File: config.mk
export PLATFORM = sky130hd
export DESIGN_NAME = cctun_queue
export DESIGN_NICKNAME = d
export VERILOG_FILES = /design/src/cctun_pkg.sv /design/src/cctun_queue.sv
export SDC_FILE = /design/constraint.sdc
export NUM_CORES = 1
export LEC_CHECK = 0
export BUFFER_PORTS_ARGS = -buffer_cell sky130_fd_sc_hd__buf_2
export CAP_MARGIN = 20
export CELL_PAD_IN_SITES_DETAIL_PLACEMENT = 0
export CELL_PAD_IN_SITES_GLOBAL_PLACEMENT = 1
export CORE_ASPECT_RATIO = 0.8
export CORE_MARGIN = 2
export CORE_UTILIZATION = 54
export DETAILED_ROUTE_END_ITERATION = 12
export PLACE_DENSITY_LB_ADDON = 0.1
export SKIP_LAST_GASP = 1
export SLEW_MARGIN = 30
export SYNTH_ARGS = -nofsm -noshare
export SYNTH_HDL_FRONTEND = slang
export SYNTH_SLANG_ARGS = --single-unit
File: constraint.sdc
create_clock -name aclk -period 5.1 [get_ports aclk]
set_input_delay 0 -clock aclk [delete_from_list [all_inputs] [get_ports aclk]]
set_output_delay 0 -clock aclk [all_outputs]
set_load 0.005 [all_outputs]
File: src/cctun_pkg.sv
// Shared package of the Cohen-Coon tuner: fixed-point constants, widths,
// request and result types and the saturation helper.
// Depends on nothing; every other file imports it.
`default_nettype none

package cctun_pkg;

    localparam int FRAC_BITS = 16;
    localparam longint ONE_L = longint'(1) << FRAC_BITS;
    localparam logic [63:0] ONE = 64'(ONE_L);

    // Constants rounded to nearest, halves up.
    localparam logic [63:0] C_135 = 64'((135 * ONE_L + 50) / 100);
    localparam logic [63:0] C_027 = 64'((27 * ONE_L + 50) / 100);
    localparam logic [63:0] C_25  = 64'((25 * ONE_L + 5) / 10);
    localparam logic [63:0] C_05  = 64'((5 * ONE_L + 5) / 10);
    localparam logic [63:0] C_037 = 64'((37 * ONE_L + 50) / 100);
    localparam logic [63:0] C_02  = 64'((2 * ONE_L + 5) / 10);
    localparam logic [63:0] C_06  = 64'((6 * ONE_L + 5) / 10);
    localparam logic [63:0] C_08  = 64'((8 * ONE_L + 5) / 10);
    localparam logic [63:0] C_12  = 64'((12 * ONE_L + 5) / 10);
    localparam logic [63:0] C_20  = 64'(20 * ONE_L);
    localparam logic [63:0] C_30  = 64'(30 * ONE_L);
    localparam logic [63:0] C_5   = 64'(5 * ONE_L);

    localparam logic signed [31:0] OS_FLOOR = 32'(C_5);
    localparam logic signed [31:0] S32_MAX  = 32'sh7FFF_FFFF;
    localparam logic signed [31:0] S32_MIN  = 32'sh8000_0000;
    localparam logic [30:0]        RATIO_MAX = 31'h7FFF_FFFF;

    // Restoring divider: 64-bit dividend, 32 quotient bits, wide divisor.
    localparam int DIV_NW  = 64;
    localparam int DIV_QW  = 32;
    localparam int DIV_DW  = 63 - FRAC_BITS;
    localparam int DIV_LAT = DIV_QW + 1;

    localparam int R2_W  = 62 - FRAC_BITS;
    localparam int CF_W  = FRAC_BITS + 1;
    localparam int F1_W  = FRAC_BITS + 2;
    localparam int P_W   = FRAC_BITS + 2;
    localparam int OST_W = 36;

    localparam int QUEUE_DEPTH = 4;
    localparam int QUEUE_AW    = $clog2(QUEUE_DEPTH);
    localparam int QUEUE_CW    = $clog2(QUEUE_DEPTH + 1);

    // Correction classes.
    localparam logic [1:0] CLS_UNITY = 2'd0;
    localparam logic [1:0] CLS_LOW   = 2'd1;
    localparam logic [1:0] CLS_HIGH  = 2'd2;

    typedef struct packed {
        logic signed [31:0] process_gain;
        logic signed [31:0] time_constant;
        logic signed [31:0] dead_time;
    } in_t;

    typedef struct packed {
        logic               valid_res;
        logic               overflow;
        logic signed [31:0] prop_gain;
        logic signed [31:0] integral_time;
        logic signed [31:0] derivative_time;
        logic signed [31:0] integral_gain;
        logic signed [31:0] derivative_gain;
        logic signed [31:0] expected_overshoot;
        logic signed [31:0] settling_time;
        logic [30:0]        delay_ratio;
        logic [1:0]         correction_class;
    } out_t;

    // Classified request as it waits in the queue.
    typedef struct packed {
        logic               model_ok;
        logic               k_zero;
        logic               k_neg;
        logic [31:0]        k_abs;
        logic signed [31:0] t;
        logic signed [31:0] l;
    } qitem_t;

    typedef struct packed {
        logic               sat;
        logic signed [31:0] val;
    } sres_t;

    // Signed 32-bit value from a quotient magnitude, its too-large flag and sign.
    function automatic sres_t sat_div(input logic [31:0] q, input logic big,
                                      input logic neg);
        sres_t res;
        if (neg) begin
            if (big || q > 32'h8000_0000) begin
                res.sat = 1'b1;
                res.val = S32_MIN;
            end else begin
                res.sat = 1'b0;
                res.val = $signed(32'(-q));
            end
        end else begin
            if (big || q[31]) begin
                res.sat = 1'b1;
                res.val = S32_MAX;
            end else begin
                res.sat = 1'b0;
                res.val = $signed(q);
            end
        end
        return res;
    endfunction

endpackage

`default_nettype wire

File: src/cctun_queue.sv
// Short queue between the front end and the arithmetic back end.
// Depends on cctun_pkg.
`default_nettype none

module cctun_queue import cctun_pkg::*; (
    input  logic   aclk,
    input  logic   aresetn,
    input  logic   push,
    input  qitem_t push_item,
    output logic   full,
    input  logic   pop,
    output logic   not_empty,
    output qitem_t head_item
);

    qitem_t              entry_reg [0:QUEUE_DEPTH-1];
    logic [QUEUE_AW-1:0] wr_ptr_reg;
    logic [QUEUE_AW-1:0] rd_ptr_reg;
    logic [QUEUE_CW-1:0] count_reg;
    logic [QUEUE_CW-1:0] count_next;
    logic                do_pop;

    assign full      = count_reg == QUEUE_CW'(QUEUE_DEPTH);
    assign not_empty = count_reg != '0;
    assign head_item = entry_reg[rd_ptr_reg];
    assign do_pop    = pop && not_empty;

    always_comb begin
        count_next = count_reg;
        if (push && !do_pop) begin
            count_next = count_reg + 1'b1;
        end else if (do_pop && !push) begin
            count_next = count_reg - 1'b1;
        end
    end

    always_ff @(posedge aclk) begin
        if (!aresetn) begin
            wr_ptr_reg <= '0;
            rd_ptr_reg <= '0;
            count_reg  <= '0;
        end else begin
            count_reg <= count_next;
            if (push) begin
                wr_ptr_reg <= wr_ptr_reg + 1'b1;
            end
            if (do_pop) begin
                rd_ptr_reg <= rd_ptr_reg + 1'b1;
            end
        end
    end

    always_ff @(posedge aclk) begin
        if (push) begin
            entry_reg[wr_ptr_reg] <= push_item;
        end
    end

endmodule

`default_nettype wire

[Word level (Yosys, flattened, before mapping)]
Memory sizes are Yosys's and may differ from the RTL's. A register that Yosys moved wholly into a read port is not among the register bits.
Index checks and enable logic that the tools add are counted.
Storage, ports and cells
  output and inout port bits: 101
  memory bits (read-only): 0
  bits in latches: 0
  bits in writable memories: 396
  logic and storage cells: 22
  memories kept: 1
  register bits after elaboration: 7
  bits of input ports: 103
Memories
  entry_reg: depth 4, width 99, read ports 1, clocked after memory_dff 1, wr ports 1, line cctun_queue.sv:16  | qitem_t entry_reg [0:QUEUE_DEPTH-1];
Operators by class
  divide/modulo/power cells: 0
  bitwise logic cells: 0
  add/subtract/negate cells: 4
  $mul: 0
  muxes and demuxes: 6
  reductions and logical operators: 7
  shift-type cells: 0
  eq/ne operators: 1
  $lt $le $gt $ge: 0
Operator list (count)
  two-way mux 3 bit: 2
  adder 2 x 1 -> 2 bit, second input constant: 2
  two-way mux 2 bit: 2
  adder 3 x 1 -> 3 bit, second input constant: 1
  equality test 3 bit, second input constant: 1
  logical AND 1 bit: 3
  nonzero test 3 bit: 1
  subtractor 3 x 1 -> 3 bit, second input constant: 1
  logical NOT 1 bit: 2
  two-way mux 1 bit: 2
  nonzero test 2 bit: 1

[Logic depth before layout (Yosys ltp)]
Gate-level depths: netlist of run 1.
  depth in word-level cells: 5
  mapped depth: 7
  gate-level depth less buffers: 7

[Worst setup path after synthesis of run 1]
No wires, ideal clock.
  kind: register to register
  start: reg wr_ptr_reg[0]
  end: mem entry_reg[0][0] in the netlist's numbering, enable pin
  path buffers: 0
  setup time: 0.469 ns
  arrival time: 2.830 ns
  data required time: 4.631 ns
  period minus slack after synthesis: 3.298 ns
  setup slack: 1.802 ns
  stages on the path, launching flop included: 4
  cells stage by stage: dfxtp_1 > inv_1 > ha_1 > and2_1
RTL lines
  from (decl): line cctun_queue.sv:17  | logic [QUEUE_AW-1:0] wr_ptr_reg;
  from (signal assigned): line cctun_queue.sv:45  | wr_ptr_reg <= wr_ptr_reg + 1'b1;
  to (decl): line cctun_queue.sv:16
Straight into the memory's write port.

==> results of run 1 <==
## critical path, stage by stage, from the launching register on
cell,delay (ns)
dfxtp_4,0.84
buf_4,0.55
mux4_2,0.57
buf_2,0.17
## through the flow
stage / worst slack [ns] / utilization [%] / instances
2_1_floorplan: 1.802 / - / 560
4_1_cts: 2.278 / 68.23 / 1288
3_3_place_gp: 2.695 / 59.67 / 1113
3_5_place_dp: 2.651 / 59.81 / 1115
5_1_grt: 2.165 / 68.45 / 1291
6_report: 2.414 / 68.45 / 1291
## cell families (layout without fill, tap and decap cells)
kind of cell | Yosys count | count (layout) | share of synthesized area, %
buf+inv | 25 | 392 | 0.9530
fa+ha+maj | 6 | 6 | 0.5616
flops | 405 | 405 | 82.09
xor+xnor | 5 | 5 | 0.2979
mux | 101 | 101 | 15.30
compound gates | 4 | 4 | 0.1957
simple gates | 14 | 14 | 0.6041
## placed cells by master, fill, tap and decap left out
cell / netlist / layout
a21boi_0: 1 / 1
and2_1: 9 / 5
and2_4: 0 / 4
buf_12: 0 / 5
buf_2: 10 / 203
buf_4: 1 / 8
bufinv_16: 0 / 4
clkbuf_1: 8 / 5
clkbuf_16: 0 / 41
clkinv_1: 0 / 13
clkinv_2: 0 / 8
dfxtp_1: 9 / 7
dfxtp_4: 0 / 2
dlygate4sd3_1: 0 / 102
edfxtp_1: 396 / 396
fa_1: 1 / 1
ha_1: 5 / 5
inv_1: 3 / 3
mux2i_1: 2 / 2
mux4_2: 99 / 99
nor2b_1: 2 / 2
nor3b_1: 1 / 1
o21ai_0: 1 / 1
o311ai_0: 1 / 1
o31ai_1: 1 / 1
or3_1: 2 / 2
xnor2_1: 3 / 3
xor2_1: 2 / 2
## area by class of cell
class,instances,area share [%]
Sequential cell,405,65.29
Inverter,3,0.06087
Clock buffer,46,5.647
Multi-Input combinational cell,130,13.53
Tap cell,364,2.462
Clock inverter,25,1.129
Timing Repair Buffer,318,11.88
## power by group
| part | switching, mW | internal [mW] | total, mW |
|---|---|---|---|
| Combinational | 0.666 | 0.893 | 1.56 |
| Clock | 1.14 | 1.66 | 2.80 |
| Sequential | 0.145 | 3.84 | 3.98 |
## how the worst max path moves through the flow
| stage | startpoint | end | slack (ns) | cells after the start |
|---|---|---|---|---|
| detailed placement | wr_ptr_reg[0]$_SDFFE_PN0P_ | entry_reg[2][70]$_DFFE_PP_ | 2.65 | 4 |
| finish | flip-flop | head_item[4] | 2.41 | 3 |
| global placement | wr_ptr_reg[0]$_SDFFE_PN0P_ | entry_reg[2][69]$_DFFE_PP_ | 2.70 | 4 |
| global route | flip-flop | head_item[4] | 2.17 | 3 |
| floorplan | wr_ptr_reg[0]$_SDFFE_PN0P_ | entry_reg[0][0]$_DFFE_PP_ | 1.80 | 3 |
| CTS | flip-flop | head_item[47] | 2.28 | 3 |
## layer usage
layer  track usage, %  vias up  share of wire, %
li1                 -     3091                 -
met1            25.59     3574                42
met2            31.36      216                49
met3            4.652       52               6.7
met4            6.094        0               2.3
met5                0        -                 0
## what timing repair did
action                                 4_1_cts  5_1_grt
resized for setup                            0        0
endpoints found under the hold margin      405        0
hold buffers                               102        0
setup endpoints to repair                    0        0
==> flow_summary.yaml, run 1 <==
worst_setup_path:
  crit_type: "flip-flop to primary output"
  r2r_end: "entry_reg[2][80]$_DFFE_PP_"
  cp-end-kind: "primary output"
  crit_fanout: 38
  r2r_start: "wr_ptr_reg[0]$_SDFFE_PN0P_"
  worstRegToRegCells: 5
  start_kind: "flip-flop"
  r2r_slack_ns: 2.80
  worstPathRequired_ns: 5.10
  cp.arrival_ns: 2.69
clocking:
  cts_buffer_depth: 3
  cts_inserted_buffers: 39
  cts_tree: "built"
  clkTransAtPathRegs_ns: 0.06
  cts_max_level: 2
  root_buffer: "clkbuf_16"
  post_cts_buffers: 0
  clkSinkCount: 405
  clock_latency_ns: 0.51
status:
  outcome: "completed"
cells_and_area:
  drive_above_1_share_pct: 40.35
  fillerInstances: 1782
  area_delta_synth_final_pct: 25.81
  final_cell_area_um2: 18500
  regArea_um2: 12080
  antenna_cells: 0
  multi_input_area_um2: 2504
  nets: 1006
  largest_reg_flops: 396
yosys:
  synth_top_area_share_pct: 80.86
  synth_cells: 560
  synthTopCellsByCount: "edfxtp_1 (396), mux4_2 (99), buf_2 (10), and2_1 (9), dfxtp_1 (9)"
  synth-seq-cells: 405
  ys.warnings.count: 0
  synth_most_common_cell: "edfxtp_1"
  yosys.cell_types.count: 22
  syn_avg_cell_area_um2: 26.26
  ys.flop_type: "edfxtp_1"
  async_flop_share_pct: 0
  netlist_area_um2: 14710
  syn-num-nets: 669
  synth_area_leaders: "edfxtp_1 (81%), mux4_2 (15%), dfxtp_1 (1.2%)"
  synth_edf_count: 396
  synth_area_leader_cell: "edfxtp_1"
  seq_area_frac_synth_pct: 82.09
timing:
  whs_ns: 0.2362
  fin_skew_ns: 0.008775
  relSlewSlack_pct: 48.87
  worst_pin_slew_ns: 0.7670
  post-route-period-util_pct: 52.66
  maxSlewViolCount: 0
  setup_viol: 0
  hold_viol_final: 0
  timing.fmax_mhz: 372.4
  layout_min_cycle_time_ns: 2.686
  fin_setup_tns_ns: 0
  rsz0062_at_grt: "no"
global_route:
  antenna_found_initial: 0
  overflow: 0
  grt_max_degree: 65
  grt_pass1_wl_um: 40930
  grt_usage_pct: 19.02
  grt_pass1_vias: 7360
power_and_ir_drop:
  ir_drop_v: 0.0003019
  power_mw: 8.341
  leakagePower_nw: 6.294
  power.density_nw_per_um2: 450.9
route:
  drt.antenna.violating_nets: 0
  drcViolationCount: 0
  wire_per_inst_um: 20.93
  avgViaCountPerCell: 5.370
  routed_wl_um: 27020
  firstDrtPassIters: 4
  drt_iter0_markers: 427
  num_vias: 6933
placement:
  port_buffers: 203
  post_dp_cell_area_um2: 16170
  place_hpwl_um: 15860
  gp_congestion: 0.7118
hold_path:
  hold_depth: 2
  hold_class: "input pin to flip-flop"
  hold_path.startpoint: "push_item[17]"
  worstHoldEndpoint: "entry_reg[3][17]$_DFFE_PP_"
floorplan:
  dieArea_um2: 28580
  io-pin-count: 204
  die_x_um: 188.5
  num_rows: 54
  die_h_um: 151.6
  design.core.area_um2: 27030
  start_util_pct: 54.41
flow_run:
  maxCapViolCount: 0
(Power assumes the default switching activity.)
==> inputs of run 2 (changes only) <==
--- a/config.mk
+++ b/config.mk
@@ -5,13 +5,14 @@
 export SDC_FILE = /design/constraint.sdc
 export NUM_CORES = 1
 export LEC_CHECK = 0
+export ABC_AREA = 1
 export BUFFER_PORTS_ARGS = -buffer_cell sky130_fd_sc_hd__buf_2
 export CAP_MARGIN = 20
 export CELL_PAD_IN_SITES_DETAIL_PLACEMENT = 0
 export CELL_PAD_IN_SITES_GLOBAL_PLACEMENT = 1
 export CORE_ASPECT_RATIO = 0.8
 export CORE_MARGIN = 2
-export CORE_UTILIZATION = 54
+export CORE_UTILIZATION = 43
 export DETAILED_ROUTE_END_ITERATION = 12
 export PLACE_DENSITY_LB_ADDON = 0.1
 export SKIP_LAST_GASP = 1
==> constraint.sdc (replaced) <==
create_clock -name aclk -period 2.3 [get_ports aclk]
set_input_delay 0 -clock aclk [delete_from_list [all_inputs] [get_ports aclk]]
set_output_delay 0 -clock aclk [all_outputs]
set_load 0.005 [all_outputs]
==> run 2 against run 1 <==
  * Synthesized area rose by 2.7%
  * Combinational power rose by 150%
  * Count of clock-buffer cells in the layout rose by 6
  * Critical endpoint is now head_item[65]
  * Sequential power rose by 120%
  * First-iteration DRC count rose by 42%
  * Hold slack got worse by 0.023 ns
  * Clock skew rose by 0.0070 ns
  * Routed wire length rose by 28%
  * Non-clock buffer count rose by 11
  * Critical path type unchanged
  * Die area rose by 28%
==> flow_summary.yaml, run 2 <==
route:
  drcViolationCount: 0
  drt_iter0_markers: 608
  drt.antenna.violating_nets: 0
  routed_wl_um: 34460
  wire_per_inst_um: 18.81
  num_vias: 9283
  firstDrtPassIters: 5
  avgViaCountPerCell: 5.067
timing:
  post-route-period-util_pct: 90.83
  rsz0062_at_grt: "no"
  hold_viol_final: 0
  timing.fmax_mhz: 478.7
  fin_skew_ns: 0.01578
  worst_pin_slew_ns: 0.5557
  relSlewSlack_pct: 62.95
  setup_ws_ns: 0.2109
  whs_ns: 0.2135
  maxSlewViolCount: 0
  layout_min_cycle_time_ns: 2.089
  setup_viol: 0
yosys:
  ys.flop_type: "edfxtp_1"
  synth-seq-cells: 405
  synth_most_common_cell: "edfxtp_1"
  seq_area_frac_synth_pct: 79.96
  ys.warnings.count: 0
  netlist_area_um2: 15100
  synthTopCellsByCount: "edfxtp_1 (396), nor2_1 (204), o21ai_0 (179), o22ai_1 (99), clkbuf_1 (40)"
  synth_cells: 1020
  synth_top_area_share_pct: 78.77
  synth_area_leader_cell: "edfxtp_1"
  syn_avg_cell_area_um2: 14.80
  syn-num-nets: 1129
  async_flop_share_pct: 0
  synth_area_leaders: "edfxtp_1 (79%), o21ai_0 (5.9%), nor2_1 (5.1%)"
  synth_edf_count: 396
  yosys.cell_types.count: 21
worst_setup_path:
  crit_type: "flip-flop to primary output"
  crit_end: "head_item[65]"
  cp-end-kind: "primary output"
  r2r_end: "count_reg[2]$_SDFFE_PN0P_"
  worstRegToRegCells: 12
  crit_fanout: 86
  worstPathRequired_ns: 2.30
  r2r_start: "count_reg[1]$_SDFFE_PN0P_"
  cp.arrival_ns: 2.09
  start_kind: "flip-flop"
  r2r_slack_ns: 0.56
power_and_ir_drop:
  power_frac_clock_pct: 33.7
  switching_share_pct: 27.32
  power.density_nw_per_um2: 990.0
  power_mw: 18.86
  leakagePower_nw: 6.695
  p_int_mw: 13.71
  netSwitchingPower_mw: 5.152
  p_seq_share_pct: 45.7
  ir_drop_v: 0.0006236
  combPwrFrac_pct: 20.6
global_route:
  met2_usage_pct: 29.70
  overflow: 0
  grt_pass1_vias: 9030
  antenna_found_initial: 2
  grt_pass1_wl_um: 52180
  grt_usage_pct: 18.90
  met1_usage_pct: 26.86
  use_met3_pct: 4.272
  grt_max_degree: 87
  grt_busiest_layer: "met2"
placement:
  post-place-ws_ns: 0.5758
  gp_congestion: 0.7371
  post_dp_cell_area_um2: 16710
  place_hpwl_um: 18880
  port_buffers: 203
clocking:
  cts_tree: "built"
  cts_max_level: 2
  clkTransAtPathRegs_ns: 0.06
  clock_latency_ns: 0.53
  root_buffer: "clkbuf_16"
  clkSinkCount: 405
  cts_inserted_buffers: 42
  cts_buffer_depth: 3
cells_and_area:
  largest_reg_flops: 396
  final_cell_mix: "edfxtp_1 (396), nor2_1 (204), buf_2 (203), o21ai_0 (179), dlygate4sd3_1 (103)"
  final_common_cell: "edfxtp_1"
  drive_above_1_share_pct: 22.02
  utilization_pct: 54.98
  fillerInstances: 2913
  area_delta_synth_final_pct: 26.18
  final_cell_area_um2: 19050
  nets: 1438
floorplan:
  dieArea_um2: 36630
  die_h_um: 171.6
  io-pin-count: 204
  design.core.area_um2: 34650
  num_rows: 61
  start_util_pct: 43.57
  die_x_um: 213.5
hold_path:
  hold_class: "input pin to flip-flop"
  hold_depth: 2
flow_run:
  maxCapViolCount: 0
status:
  outcome: "completed"
==> run 2: stage by stage <==
step,instances,setup TNS (ns)
after floorplan,1020,-54.10
after global placement,1653,0
after detailed placement,1653,0
after CTS,1829,0
after global routing,1832,0
final,1832,0
==> run 2: power by group through the flow <==
stage	combinational, mW	clock [mW]	sequential [mW]
final	3.89	6.36	8.61
after global routing	4.38	6.82	8.64
after CTS	3.93	6.53	8.63
after detailed placement	3.77	0	8.79
after global placement	3.76	0	8.78
after floorplan	2.19	0	8.71
==> run 2: logic make-up after synthesis <==
group | share of synthesized area [%]
xor+xnor | 0.05802
flops | 79.96
buf+inv | 2.926
simple gates | 5.578
fa+ha+maj | 0.5470
compound gates | 10.93
==> run 2: worst min-delay path by stage <==
| stage | from | endpoint | slack, ns |
|---|---|---|---|
| 4_1_cts | push_item[41] | entry_reg[2][41]$_DFFE_PP_ | 0.19 |
| 6_report | push_item[25] | entry_reg[0][25]$_DFFE_PP_ | 0.21 |
| 3_5_place_dp | push_item[54] | entry_reg[2][54]$_DFFE_PP_ | 0.22 |
| 5_1_grt | push_item[89] | entry_reg[3][89]$_DFFE_PP_ | 0.21 |
| 2_1_floorplan | push_item[0] | entry_reg[0][0]$_DFFE_PP_ | 0.1 |
| 3_3_place_gp | push_item[65] | entry_reg[2][65]$_DFFE_PP_ | 0.22 |
==> run 2: per-layer routing <==
layer / up-vias / share of wire (%) / wire length (um)
li1: 4465 / - / -
met1: 4532 / 46 / 15780
met2: 235 / 46 / 15860
met3: 51 / 6.4 / 2209
met4: 0 / 1.8 / 606
met5: - / 0 / 0
==> run 2: timing repair <==
| item | 4_1_cts | 5_1_grt |
|---|---|---|
| hold endpoints to repair | 405 | 0 |
| setup buffers | 0 | 1 |
| endpoints found under the setup margin | 0 | 18 |
| gates resized for setup | 0 | 1 |
| hold buffers | 103 | 0 |
==> run 2: cell type report <==
class | count | area [um2] | area share, %
repair buffers | 329 | 2399 | 12.59
multi-input cells | 535 | 2601 | 13.66
clock buffers | 52 | 1110 | 5.826
flip-flops and latches | 405 | 12080 | 63.42
well taps | 472 | 590.6 | 3.100
clock inverters | 21 | 175.2 | 0.9195
inverters | 16 | 87.58 | 0.4598
diodes | 2 | 5.005 | 0.02627
==> run 2: worst max-delay path: stages, from the launching register on <==
cell and delay [ns]:
dfxtp_4 0.53, buf_12 0.33, o21ai_0 0.15, o22ai_1 0.29, buf_2 0.18
