`config.mk`:
```
export PLATFORM = sky130hd
export DESIGN_NAME = cctun_front
export DESIGN_NICKNAME = d
export VERILOG_FILES = /design/src/cctun_pkg.sv /design/src/cctun_front.sv
export SDC_FILE = /design/constraint.sdc
export NUM_CORES = 1
export LEC_CHECK = 0
export BUFFER_PORTS_ARGS = -buffer_cell sky130_fd_sc_hd__buf_4
export CORE_AREA = 5 5 75 77
export DETAILED_ROUTE_END_ITERATION = 10
export DIE_AREA = 0 0 80 82
export GPL_TIMING_DRIVEN = 0
export PLACE_DENSITY = 0.78
export SETUP_SLACK_MARGIN = 0.4
export SLEW_MARGIN = 10
export SYNTH_ARGS = -nofsm -noshare
export SYNTH_HDL_FRONTEND = slang
export SYNTH_SLANG_ARGS = --single-unit
```
`constraint.sdc`:
```
create_clock -name vclk -period 1.9
set_clock_uncertainty 0.2 [all_clocks]
set_input_delay 0.095 -clock vclk [all_inputs]
set_output_delay 0.095 -clock vclk [all_outputs]
set_load 0.01 [all_outputs]
```
`src/cctun_pkg.sv`:
```
// Shared package of the Cohen-Coon tuner: fixed-point constants, widths,
// request and result types and the saturation helper.
// Depends on nothing; every other file imports it.
`default_nettype none

package cctun_pkg;

    localparam int FRAC_BITS = 16;
    localparam longint ONE_L = longint'(1) << FRAC_BITS;
    localparam logic [63:0] ONE = 64'(ONE_L);

    // Constants rounded to nearest, halves up.
    localparam logic [63:0] C_135 = 64'((135 * ONE_L + 50) / 100);
    localparam logic [63:0] C_027 = 64'((27 * ONE_L + 50) / 100);
    localparam logic [63:0] C_25  = 64'((25 * ONE_L + 5) / 10);
    localparam logic [63:0] C_05  = 64'((5 * ONE_L + 5) / 10);
    localparam logic [63:0] C_037 = 64'((37 * ONE_L + 50) / 100);
    localparam logic [63:0] C_02  = 64'((2 * ONE_L + 5) / 10);
    localparam logic [63:0] C_06  = 64'((6 * ONE_L + 5) / 10);
    localparam logic [63:0] C_08  = 64'((8 * ONE_L + 5) / 10);
    localparam logic [63:0] C_12  = 64'((12 * ONE_L + 5) / 10);
    localparam logic [63:0] C_20  = 64'(20 * ONE_L);
    localparam logic [63:0] C_30  = 64'(30 * ONE_L);
    localparam logic [63:0] C_5   = 64'(5 * ONE_L);

    localparam logic signed [31:0] OS_FLOOR = 32'(C_5);
    localparam logic signed [31:0] S32_MAX  = 32'sh7FFF_FFFF;
    localparam logic signed [31:0] S32_MIN  = 32'sh8000_0000;
    localparam logic [30:0]        RATIO_MAX = 31'h7FFF_FFFF;

    // Restoring divider: 64-bit dividend, 32 quotient bits, wide divisor.
    localparam int DIV_NW  = 64;
    localparam int DIV_QW  = 32;
    localparam int DIV_DW  = 63 - FRAC_BITS;
    localparam int DIV_LAT = DIV_QW + 1;

    localparam int R2_W  = 62 - FRAC_BITS;
    localparam int CF_W  = FRAC_BITS + 1;
    localparam int F1_W  = FRAC_BITS + 2;
    localparam int P_W   = FRAC_BITS + 2;
    localparam int OST_W = 36;

    localparam int QUEUE_DEPTH = 4;
    localparam int QUEUE_AW    = $clog2(QUEUE_DEPTH);
    localparam int QUEUE_CW    = $clog2(QUEUE_DEPTH + 1);

    // Correction classes.
    localparam logic [1:0] CLS_UNITY = 2'd0;
    localparam logic [1:0] CLS_LOW   = 2'd1;
    localparam logic [1:0] CLS_HIGH  = 2'd2;

    typedef struct packed {
        logic signed [31:0] process_gain;
        logic signed [31:0] time_constant;
        logic signed [31:0] dead_time;
    } in_t;

    typedef struct packed {
        logic               valid_res;
        logic               overflow;
        logic signed [31:0] prop_gain;
        logic signed [31:0] integral_time;
        logic signed [31:0] derivative_time;
        logic signed [31:0] integral_gain;
        logic signed [31:0] derivative_gain;
        logic signed [31:0] expected_overshoot;
        logic signed [31:0] settling_time;
        logic [30:0]        delay_ratio;
        logic [1:0]         correction_class;
    } out_t;

    // Classified request as it waits in the queue.
    typedef struct packed {
        logic               model_ok;
        logic               k_zero;
        logic               k_neg;
        logic [31:0]        k_abs;
        logic signed [31:0] t;
        logic signed [31:0] l;
    } qitem_t;

    typedef struct packed {
        logic               sat;
        logic signed [31:0] val;
    } sres_t;

    // Signed 32-bit value from a quotient magnitude, its too-large flag and sign.
    function automatic sres_t sat_div(input logic [31:0] q, input logic big,
                                      input logic neg);
        sres_t res;
        if (neg) begin
            if (big || q > 32'h8000_0000) begin
                res.sat = 1'b1;
                res.val = S32_MIN;
            end else begin
                res.sat = 1'b0;
                res.val = $signed(32'(-q));
            end
        end else begin
            if (big || q[31]) begin
                res.sat = 1'b1;
                res.val = S32_MAX;
            end else begin
                res.sat = 1'b0;
                res.val = $signed(q);
            end
        end
        return res;
    endfunction

endpackage

`default_nettype wire

```
`src/cctun_front.sv`:
```
// Front end: takes requests and classifies the process model.
// Depends on cctun_pkg.
`default_nettype none

module cctun_front import cctun_pkg::*; (
    input  logic   s_valid,
    output logic   s_ready,
    input  in_t    s_data,
    input  logic   q_full,
    output logic   q_push,
    output qitem_t q_item
);

    assign s_ready = !q_full;
    assign q_push  = s_valid && !q_full;

    always_comb begin
        q_item.model_ok = (s_data.time_constant > 32'sd0) && !s_data.dead_time[31];
        q_item.k_zero   = s_data.process_gain == 32'sd0;
        q_item.k_neg    = s_data.process_gain[31];
        q_item.k_abs    = s_data.process_gain[31] ? 32'(-s_data.process_gain)
                                                  : 32'(s_data.process_gain);
        q_item.t        = s_data.time_constant;
        q_item.l        = s_data.dead_time;
    end

endmodule

`default_nettype wire

```
======== After elaboration in Yosys (flattened, before gate mapping) ========
Index checks and enable logic that the tools add are counted.
Widths: inputs -> output; s select.
storage, ports and cells
  logic and storage cells ................. 8
  register bits ........................... 0
operators by class
  $add $sub $neg .......................... 1
  $lt $le $gt $ge ......................... 1
  reduce and logical (&&, ||, !) cells .... 5
  muxes and demuxes ....................... 1
operator list
  kind                 number
  $gt 32x1->1 const B  1
  $logic_not 32->1     1
  $mux 32              1
  $neg 32->32          1
  $logic_and 1x1->1    2
  $logic_not 1->1      2

======== Longest topological paths before layout ========
Gate-level depths: netlist of the first run.
  word-level depth ........................ 2
  gate-level depth with buffers ........... 6

======== Least setup slack after synthesis of the first run ========
Ideal clock, no wire load.
  path kind ............................... input port to output port
  from .................................... in s_data[65] in the netlist's numbering
  to ...................................... out q_item[84] in the netlist's numbering
  required time ........................... 1605 ps
  stages on the path ...................... 6
  slack ................................... 329 ps
  buffers on the path ..................... 0
  data arrival time ....................... 1276 ps
  path through ............................ inv_1 ha_1 nor4b_4 nand3_2 o41ai_1 xnor2_1
RTL lines
  element             RTL line           RTL
  start: declaration  cctun_front.sv:8   input in_t s_data,
  end: declaration    cctun_front.sv:11  output qitem_t q_item

==> results of run 1 <==
area by class of cell:
class,count,area (µm²),area share
well taps,70,87.6,0.0282
inverters,6,27.5,0.00886
repair buffers,185,1430,0.460
multi-input cells,103,1050,0.337
plain buffers,70,517,0.166
cells by family after synthesis:
group	synth area share
xor gates and xnor gates	0.187
adders and majority gates	0.00921
buffers and inverters	0.393
AOI/OAI and AO/OA	0.166
and+or+nand+nor	0.245
power by group through the flow:
stage | registers, µW | logic (µW) | clock network [µW]
after floorplan | 0 | 299 | 0
after global placement | 0 | 689 | 0
after detailed placement | 0 | 697 | 0
after CTS | 0 | 739 | 0
after global routing | 0 | 809 | 0
final | 0 | 753 | 0
what timing repair did:
| action | CTS | global route |
|---|---|---|
| endpoints found under the setup margin | 25 | 30 |
| pin swaps | 14 | 5 |
| hold buffers | 0 | 0 |
| buffers inserted | 11 | 6 |
| resized for setup | 44 | 13 |
| hold endpoints to repair | 0 | 0 |
stage by stage:
| stage | util | hold WS, ns | instance area (µm²) | setup TNS [ns] |
|---|---|---|---|---|
| floorplan | - | 0.0335 | 1370 | 0 |
| global placement | 0.551 | 0.168 | 2720 | -0.0775 |
| detailed placement | 0.551 | 0.168 | 2720 | -0.269 |
| CTS | 0.607 | 0.168 | 3000 | 0 |
| global route | 0.628 | 0.172 | 3110 | -0.00799 |
| finish | 0.628 | 0.167 | 3110 | 0 |
worst paths after layout:
| path | start | end | slack [ns] | depth (start not counted) |
|---|---|---|---|---|
| setup / recovery | s_data[65] | q_item[97] | 0.08 | 8 |
| hold / removal | s_data[6] | q_item[6] | 0.17 | 2 |
cell usage in the layout, fill, tap and decap left out, drive strengths merged:
master,netlist,final
nand2b,3,3
o31ai,10,10
inv,6,6
nor4b,1,1
nor2,3,3
nor2b,1,1
o21ai,7,7
nand3,4,4
clkbuf,1,2
nand4,4,4
o41ai,7,7
nand2,9,9
a21oi,1,1
ha,1,1
buf,69,253
or3,2,2
nor3,8,8
xnor2,28,28
nor4,11,11
or4,1,1
nand4b,1,1
xor2,1,1
cells in the mapped netlist (3+ instances only):
library cell   n  area [µm²]
nor3_1         4        20.0
o31ai_1       10        75.1
nor4_1        10        62.6
xnor2_1       28         245
nand2b_1       3        18.8
nand2_1        9        33.8
buf_4         66         495
o41ai_2        4        65.1
nor2_1         3        11.3
nand3_1        3        15.0
inv_1          6        22.5
nand4_1        3        18.8
o21ai_0        7        35.0
nor3_2         3        30.0
layer usage:
layer | part of all wire | vias to the layer above | GRT usage | wire (µm)
met1 | 0.29 | 892 | 0.157 | 1910
li1 | - | 940 | - | -
met3 | 0.15 | 2 | 0.0691 | 1010
met2 | 0.55 | 127 | 0.357 | 3600
met4 | 0.0032 | 0 | 0.0135 | 21
met5 | 0 | - | 0 | 0
==> results.md, run 1 <==
- Status: finished, final reports clean
- # diodes: 0
- Unrepaired setup endpoints after global routing: true
- YS warnings: 0
- Slowest-stage cell, CP: nor4b_4
- I/O Buffers: about 170
- Setup crit start kind: input pin
- Filler instances: approximately 440
- PwrDens: 243 mW/mm²
- P_int: ~440 µW
- Grt total ovfl: 0
- DRC viols: 0
- GRT Overall Usage: 0.170
- Die Y: 82 µm
- Fmax: 0.548 GHz
- Core area: between 0.004 and 0.005 mm²
- Most used cell, CP: buf_4
- Slew Limit Fails: 0
- Max VDD drop: 0.158 mV
- Drt first pass iters: 4
- WP data required: between 1.5 and 2 ns
- Clock power share: 0
- Vias post-DR: between 1500 and 2000
- Max-Slew Margin vs Limit: 0.537
- Combinational Power Share: 1.000
- Final WS setup: roughly 0.076 ns
- Largest net degree at the start of global routing: 11
- Total power: approximately 750 µW
- Starting DRT DRC Count: 17
- CP top delay family: simple AND/OR/NAND/NOR gates
- Crit Path Class: input pin to primary output
- Worst-path cell chain: buf_6 -> inv_4 -> ha_4 -> nor4b_4 -> nand3_4 -> buf_4 -> nor4_1 -> buf_4
- Min Tclk post-route: ~1.8 ns
- Final Wtd Congestion: 0.880
- Post-synthesis sequential area ratio: 0
- Placed insts: 417
- Reg area: 0 µm²
- Layout area overhead: 129%
- Seq_cells: 0
- Clock buf count: 0
- Synth unique cells: 31
- Setup-failing EPs final: 0
- Max Cap Violations: 0
- Final Cycle Share: 0.960
- Post-Layout Cell Count: around 430
- Critical Path AT: 1.53 ns
- Setup slack after placement: -0.0709 ns
- Lkg Pwr: ~0.0015 µW
- Post-Syn Area: between 0.001 and 0.0015 mm²
- Switching power: roughly 310 µW
- Share of cells above drive strength 1: 0.799
- Initial Util: 0.275
- Net Sw Frac: 0.415
- Max incr delay on CP: roughly 0.31 ns
- Top Ports: between 150 and 200
- Share of power burned in registers: 0
- WL/cell: 15.1 µm
- Worst Hold Class: input pin to primary output
- First-pass GRT wire length: about 9.2 mm
- Buffers and inverters on the worst path: 4
- Maximum fanout along the worst path: 8
- Total Die Area: between 0.006 and 0.007 mm²
- Syn nets: approximately 280
- Nets: about 470
- Via density: 4.52
- Crit end category: primary output
- Post-DP HPWL: between 5 and 6 mm
- Slew at the pin closest to its max-slew limit: slightly below 0.7 ns
- Post-Synthesis Cells: 179
- Die width: approximately 80 µm
- Rows: 26
- Final ANT Viol Nets: 0
- Vias in the first global route: 2007
- Final Hold Fails: 0
- Avg Cell Area, Syn: about 7.6 µm²
- Routed WL: 6.55 mm
- Antenna violations before repair: 0
Note: power is estimated with default switching activity, not from simulation.
==> run 2, diff against run 1 <==
==> constraint.sdc (replaced) <==
create_clock -name vclk -period 1.9
set_clock_uncertainty 0.2 [all_clocks]
set_input_delay 0.38 -clock vclk [all_inputs]
set_output_delay 0.38 -clock vclk [all_outputs]
set_load 0.01 [all_outputs]
==> results.md, run 2 (synthesized netlist as in run 1, its figures left out) <==
- Status: finished, violations left (was finished, final reports clean)
- Failing checks: negative setup slack
- Fmax: 0.414 GHz (was 0.548 GHz)
- WP data required: 1.32 ns (was 1.60 ns)
- Top Ports: 199 (unchanged)
- Die Y: 82 µm (unchanged)
- Grt total ovfl: 0 (unchanged)
- # diodes: 0 (unchanged)
- Initial Util: 0.275 (unchanged)
- Min Tclk post-route: 2.42 ns (was 1.82 ns)
- Drt first pass iters: 4 (unchanged)
- Starting DRT DRC Count: 12 (was 17)
- Layout area overhead: 163% (was 129%)
- Reg area: 0 µm² (unchanged)
- GRT Overall Usage: 0.177 (was 0.170)
- Max-Slew Margin vs Limit: 0.677 (was 0.537)
- Total Die Area: 0.00656 mm² (unchanged)
- Final Wtd Congestion: 0.744 (was 0.880)
- Clock buf count: 0 (unchanged)
- Final Hold Fails: 0 (unchanged)
- Most used cell, CP: buf_4 (unchanged)
- Setup slack after placement: -0.629 ns (was -0.0709 ns)
- First-pass GRT wire length: 9.56 mm (was 9.22 mm)
- PwrDens: 238 mW/mm² (was 243 mW/mm²)
- Final WS setup: -0.516 ns (was 0.0758 ns)
- Maximum fanout along the worst path: 4 (was 8)
- Crit Path Class: input pin to primary output (unchanged)
- Lkg Pwr: 0.00171 µW (was 0.00155 µW)
- Rows: 26 (unchanged)
- Unrepaired setup endpoints after global routing: true (unchanged)
- Setup tns final: -10.39 ns (was 0 ns)
- Setup-failing EPs final: 28 (was 0)
- Most frequent cells in the layout: buf_4 (235), xnor2_1 (22), buf_6 (16) (was buf_4 (245), xnor2_1 (27), nor4_1 (8))
- DRC viols: 0 (unchanged)
- Max incr delay on CP: 0.44 ns (was 0.31 ns)
- Slowest-stage cell, CP: o41ai_2 (was nor4b_4)
- Critical Path AT: 1.84 ns (was 1.53 ns)
- Worst Hold Class: input pin to primary output (unchanged)
- Final Instance Area: 0.00358 mm² (was 0.00311 mm²)
- Post-DP HPWL: 5.45 mm (about the same)
- Slew Limit Fails: 0 (unchanged)
- Share of cells above drive strength 1: 0.881 (was 0.799)
- Crit end category: primary output (unchanged)
- Vias in the first global route: 2082 (was 2007)
- Nets: 471 (was 465)
- Die width: 80 µm (unchanged)
- Antenna violations before repair: 0 (unchanged)
- Vias post-DR: 2018 (was 1961)
- Core area: 0.00494 mm² (unchanged)
- I/O Buffers: 168 (unchanged)
- Routed WL: 7.44 mm (was 6.55 mm)
- Area post-placement: 0.00287 mm² (was 0.00272 mm²)
- Finished Core Util: 0.723 (was 0.628)
- Seq_cells: 0 (unchanged)
- Via density: 4.59 (was 4.52)
- Max Cap Violations: 0 (unchanged)
- Slew at the pin closest to its max-slew limit: 0.485 ns (was 0.695 ns)
- WL/cell: 16.9 µm (was 15.1 µm)
- Setup crit start kind: input pin (unchanged)
- Max VDD drop: 0.168 mV (was 0.158 mV)
- Worst-path cell chain: buf_8 -> nor4_4 -> buf_4 -> nand3_4 -> o41ai_2 -> xnor2_1 -> buf_4 (was buf_6 -> inv_4 -> ha_4 -> nor4b_4 -> nand3_4 -> buf_4 -> nor4_1 -> buf_4)
- Final Cycle Share: 1.27 (was 0.960)
- Final ANT Viol Nets: 0 (unchanged)
- Cts hold-fix bufs: 0 (unchanged)
- Largest net degree at the start of global routing: 11 (unchanged)
- Most common cell after layout, fill and taps aside: buf_4 (unchanged)
- Total power: 851 µW (was 753 µW)
run 2: cell types whose count changed in the layout (fill, tap and decap cells not counted), sizes merged:
cell,delta
buf,+6
clkdlybuf4s15,+1
clkbuf,-1
run 2: where the power goes:
part | total (µW) | switching (µW) | internal (µW)
Clock | 0 | 0 | 0
Combinational | 851 | 367 | 484
Sequential | 0 | 0 | 0
Total | 851 | 367 | 484
run 2: what timing repair did:
action / CTS / global route
endpoints found under the setup margin: 33 / 33
pin swaps: 27 / 30
setup buffers: 16 / 7
resized for setup: 55 / 41
run 2: path summary, 6_finish.rpt:
| check | from | endpoint | slack (ns) | cells past startpoint |
|---|---|---|---|---|
| worst max-delay path | s_data[78] | q_item[87] | -0.52 | 7 |
| worst min-delay path | s_data[26] | q_item[26] | 0.74 | 2 |
run 2: metrics by stage:
stage | hold WS, ns | instances
floorplan | 0.604 | 179
global placement | 0.738 | 417
detailed placement | 0.738 | 417
CTS | 0.738 | 433
global route | 0.740 | 440
finish | 0.737 | 440
run 2: critical path: cells and delay by family:
kind,cells,cell delay [ns]
AOI/OAI and AO/OA,1,0.44
xor gates and xnor gates,1,0.19
and+or+nand+nor,2,0.37
buffers and inverters,3,0.45
run 2: routing by layer:
metal / wire length (µm) / vias up / GRT usage
met5: 0 / - / 0
met4: 99 / 0 / 0.00676
met3: 894 / 10 / 0.0614
met2: 4090 / 131 / 0.382
met1: 2350 / 926 / 0.164
li1: - / 951 / -
run 2: cell type report:
type | instances | area (µm²)
plain buffers | 70 | 547
well taps | 70 | 87.6
inverters | 6 | 40.0
repair buffers | 191 | 1550
multi-input cells | 103 | 1350
fillers | 344 | 1370
==> run 3, diff against run 2 <==
==> constraint.sdc (replaced) <==
create_clock -name vclk -period 1.9
set_clock_uncertainty 0.2 [all_clocks]
set_input_delay 0.38 -clock vclk [all_inputs]
set_output_delay 0.38 -clock vclk [all_outputs]
set_load 0.05 [all_outputs]
==> results.md, run 3 (synthesized netlist as in run 1, its figures left out) <==
- Maximum fanout along the worst path: 4 (unchanged)
- Area post-placement: 0.00340 mm² (was 0.00287 mm²)
- Rows: 26 (unchanged)
- Seq_cells: 0 (unchanged)
- Via density: 4.68 (was 4.59)
- Final ANT Viol Nets: 0 (unchanged)
- Starting DRT DRC Count: 60 (was 12)
- PwrDens: 350 mW/mm² (was 238 mW/mm²)
- Max Cap Violations: 0 (unchanged)
- Most common cell after layout, fill and taps aside: buf_4 (unchanged)
- Worst hold start: s_data[4] (was s_data[26])
- Antenna violations before repair: 0 (unchanged)
- I/O Buffers: 168 (unchanged)
- Post-DP HPWL: 5.84 mm (was 5.45 mm)
- DR top layer: met4 (unchanged)
- Max-Slew Margin vs Limit: 0.666 (was 0.677)
- Finished Core Util: 0.883 (was 0.723)
- Largest net degree at the start of global routing: 11 (unchanged)
- Final Wtd Congestion: 0.804 (was 0.744)
- Crit Path Class: input pin to primary output (unchanged)
- # diodes: 0 (unchanged)
- Critical Path AT: 1.97 ns (was 1.84 ns)
- Min Tclk post-route: 2.55 ns (was 2.42 ns)
- Final WS setup: -0.647 ns (was -0.516 ns)
- Top Ports: 199 (unchanged)
- Drt first pass iters: 4 (unchanged)
- Status: finished, violations left (unchanged)
- Final Hold Fails: 0 (unchanged)
- Routed WL: 9.33 mm (was 7.44 mm)
- Vias post-DR: 2142 (was 2018)
- Die width: 80 µm (unchanged)
- Unrepaired setup endpoints after global routing: true (unchanged)
- Worst Hold Class: input pin to primary output (unchanged)
- Layout area overhead: 221% (was 163%)
- Core area: 0.00494 mm² (unchanged)
- Most frequent cells in the layout: buf_4 (210), buf_6 (55), xnor2_2 (17) (was buf_4 (235), xnor2_1 (22), buf_6 (16))
- Nets: 489 (was 471)
- Metal2 WL: 5.41 mm (was 4.09 mm)
- Final Cycle Share: 1.34 (was 1.27)
- Hold depth: 2 (unchanged)
- Vias in the first global route: 2223 (was 2082)
- DRC viols: 0 (unchanged)
- Metal3 WL: 730 µm (was 894 µm)
- First-pass GRT wire length: 11.5 mm (was 9.56 mm)
- Slew Limit Fails: 0 (unchanged)
- Failing checks: negative setup slack (unchanged)
- Final Instance Area: 0.00437 mm² (was 0.00358 mm²)
- Share of cells above drive strength 1: 0.964 (was 0.881)
- Lkg Pwr: 0.00206 µW (was 0.00171 µW)
- WP data required: 1.32 ns (about the same)
- Die Y: 82 µm (unchanged)
- CP startpoint: s_data[64] (was s_data[78])
- Max VDD drop: 0.304 mV (was 0.168 mV)
- Crit end category: primary output (unchanged)
- Slew at the pin closest to its max-slew limit: 0.501 ns (was 0.485 ns)
- Setup crit start kind: input pin (unchanged)
- Setup-failing EPs final: 29 (was 28)
- Grt total ovfl: 0 (unchanged)
- Reg area: 0 µm² (unchanged)
- Initial Util: 0.275 (unchanged)
- GRT Overall Usage: 0.223 (was 0.177)
- Fmax: 0.393 GHz (was 0.414 GHz)
- M1 wire length: 3.09 mm (was 2.35 mm)
- WL/cell: 20.4 µm (was 16.9 µm)
- Clock buf count: 0 (unchanged)
- Total Die Area: 0.00656 mm² (unchanged)
-- run 3: cell count changes in the layout (fill, tap and decap cells not counted), moves of 5 or more --
cell     delta
xnor2_2    +11
xnor2_1    -22
buf_6      +39
xnor2_4    +11
buf_4      -25
o21ai_2     -5
o21ai_4     +6
-- run 3: critical path, cell delays in order --
cell and delay [ns]:
buf_12 0.11, inv_12 0.04, ha_4 0.12, nor4b_4 0.17
buf_4 0.19, nand3_4 0.11, buf_4 0.17, o41ai_4 0.30
xnor2_2 0.17, buf_6 0.18
-- run 3: final timing paths --
path | to | slack, ns
worst min-delay path | q_item[4] | 0.81
worst max-delay path | q_item[92] | -0.65
-- run 3: report_power, final --
part,switching (µW),leakage [µW],internal (µW)
Clock,0,0,0
Combinational,890,0.00206,639
Sequential,0,0,0
-- run 3: final cells by class --
class / count / area [µm²]
fill: 239 / 578
buffer: 70 / 563
tap: 70 / 87.6
inverter: 6 / 42.5
multi-input combinational: 103 / 1790
timing repair buffer: 209 / 1880
-- run 3: per-stage QoR --
stage          power [µW]  std cells  setup slack, ns  TNS, ns  hold WS [ns]
2_1_floorplan         873        179           -0.398    -6.79         0.619
3_3_place_gp         1310        417           -0.798   -15.51         0.815
4_1_cts              1460        447           -0.535   -11.68         0.816
6_report             1530        458           -0.647   -13.36         0.815
5_1_grt              1580        458           -0.708   -15.26         0.819
3_5_place_dp         1320        417           -0.797   -15.74         0.816
-- run 3: metal layers --
layer,track usage,vias up
li1,-,987
met1,0.218,1023
met2,0.489,124
met3,0.0450,8
met4,0.0152,0
met5,0,-
-- run 3: what timing repair did --
action,in CTS,in global routing
endpoints found under the setup margin,33,33
resized for setup,106,29
cloned,1,1
hold buffers,0,0
pin swaps,34,20
setup buffers,29,10
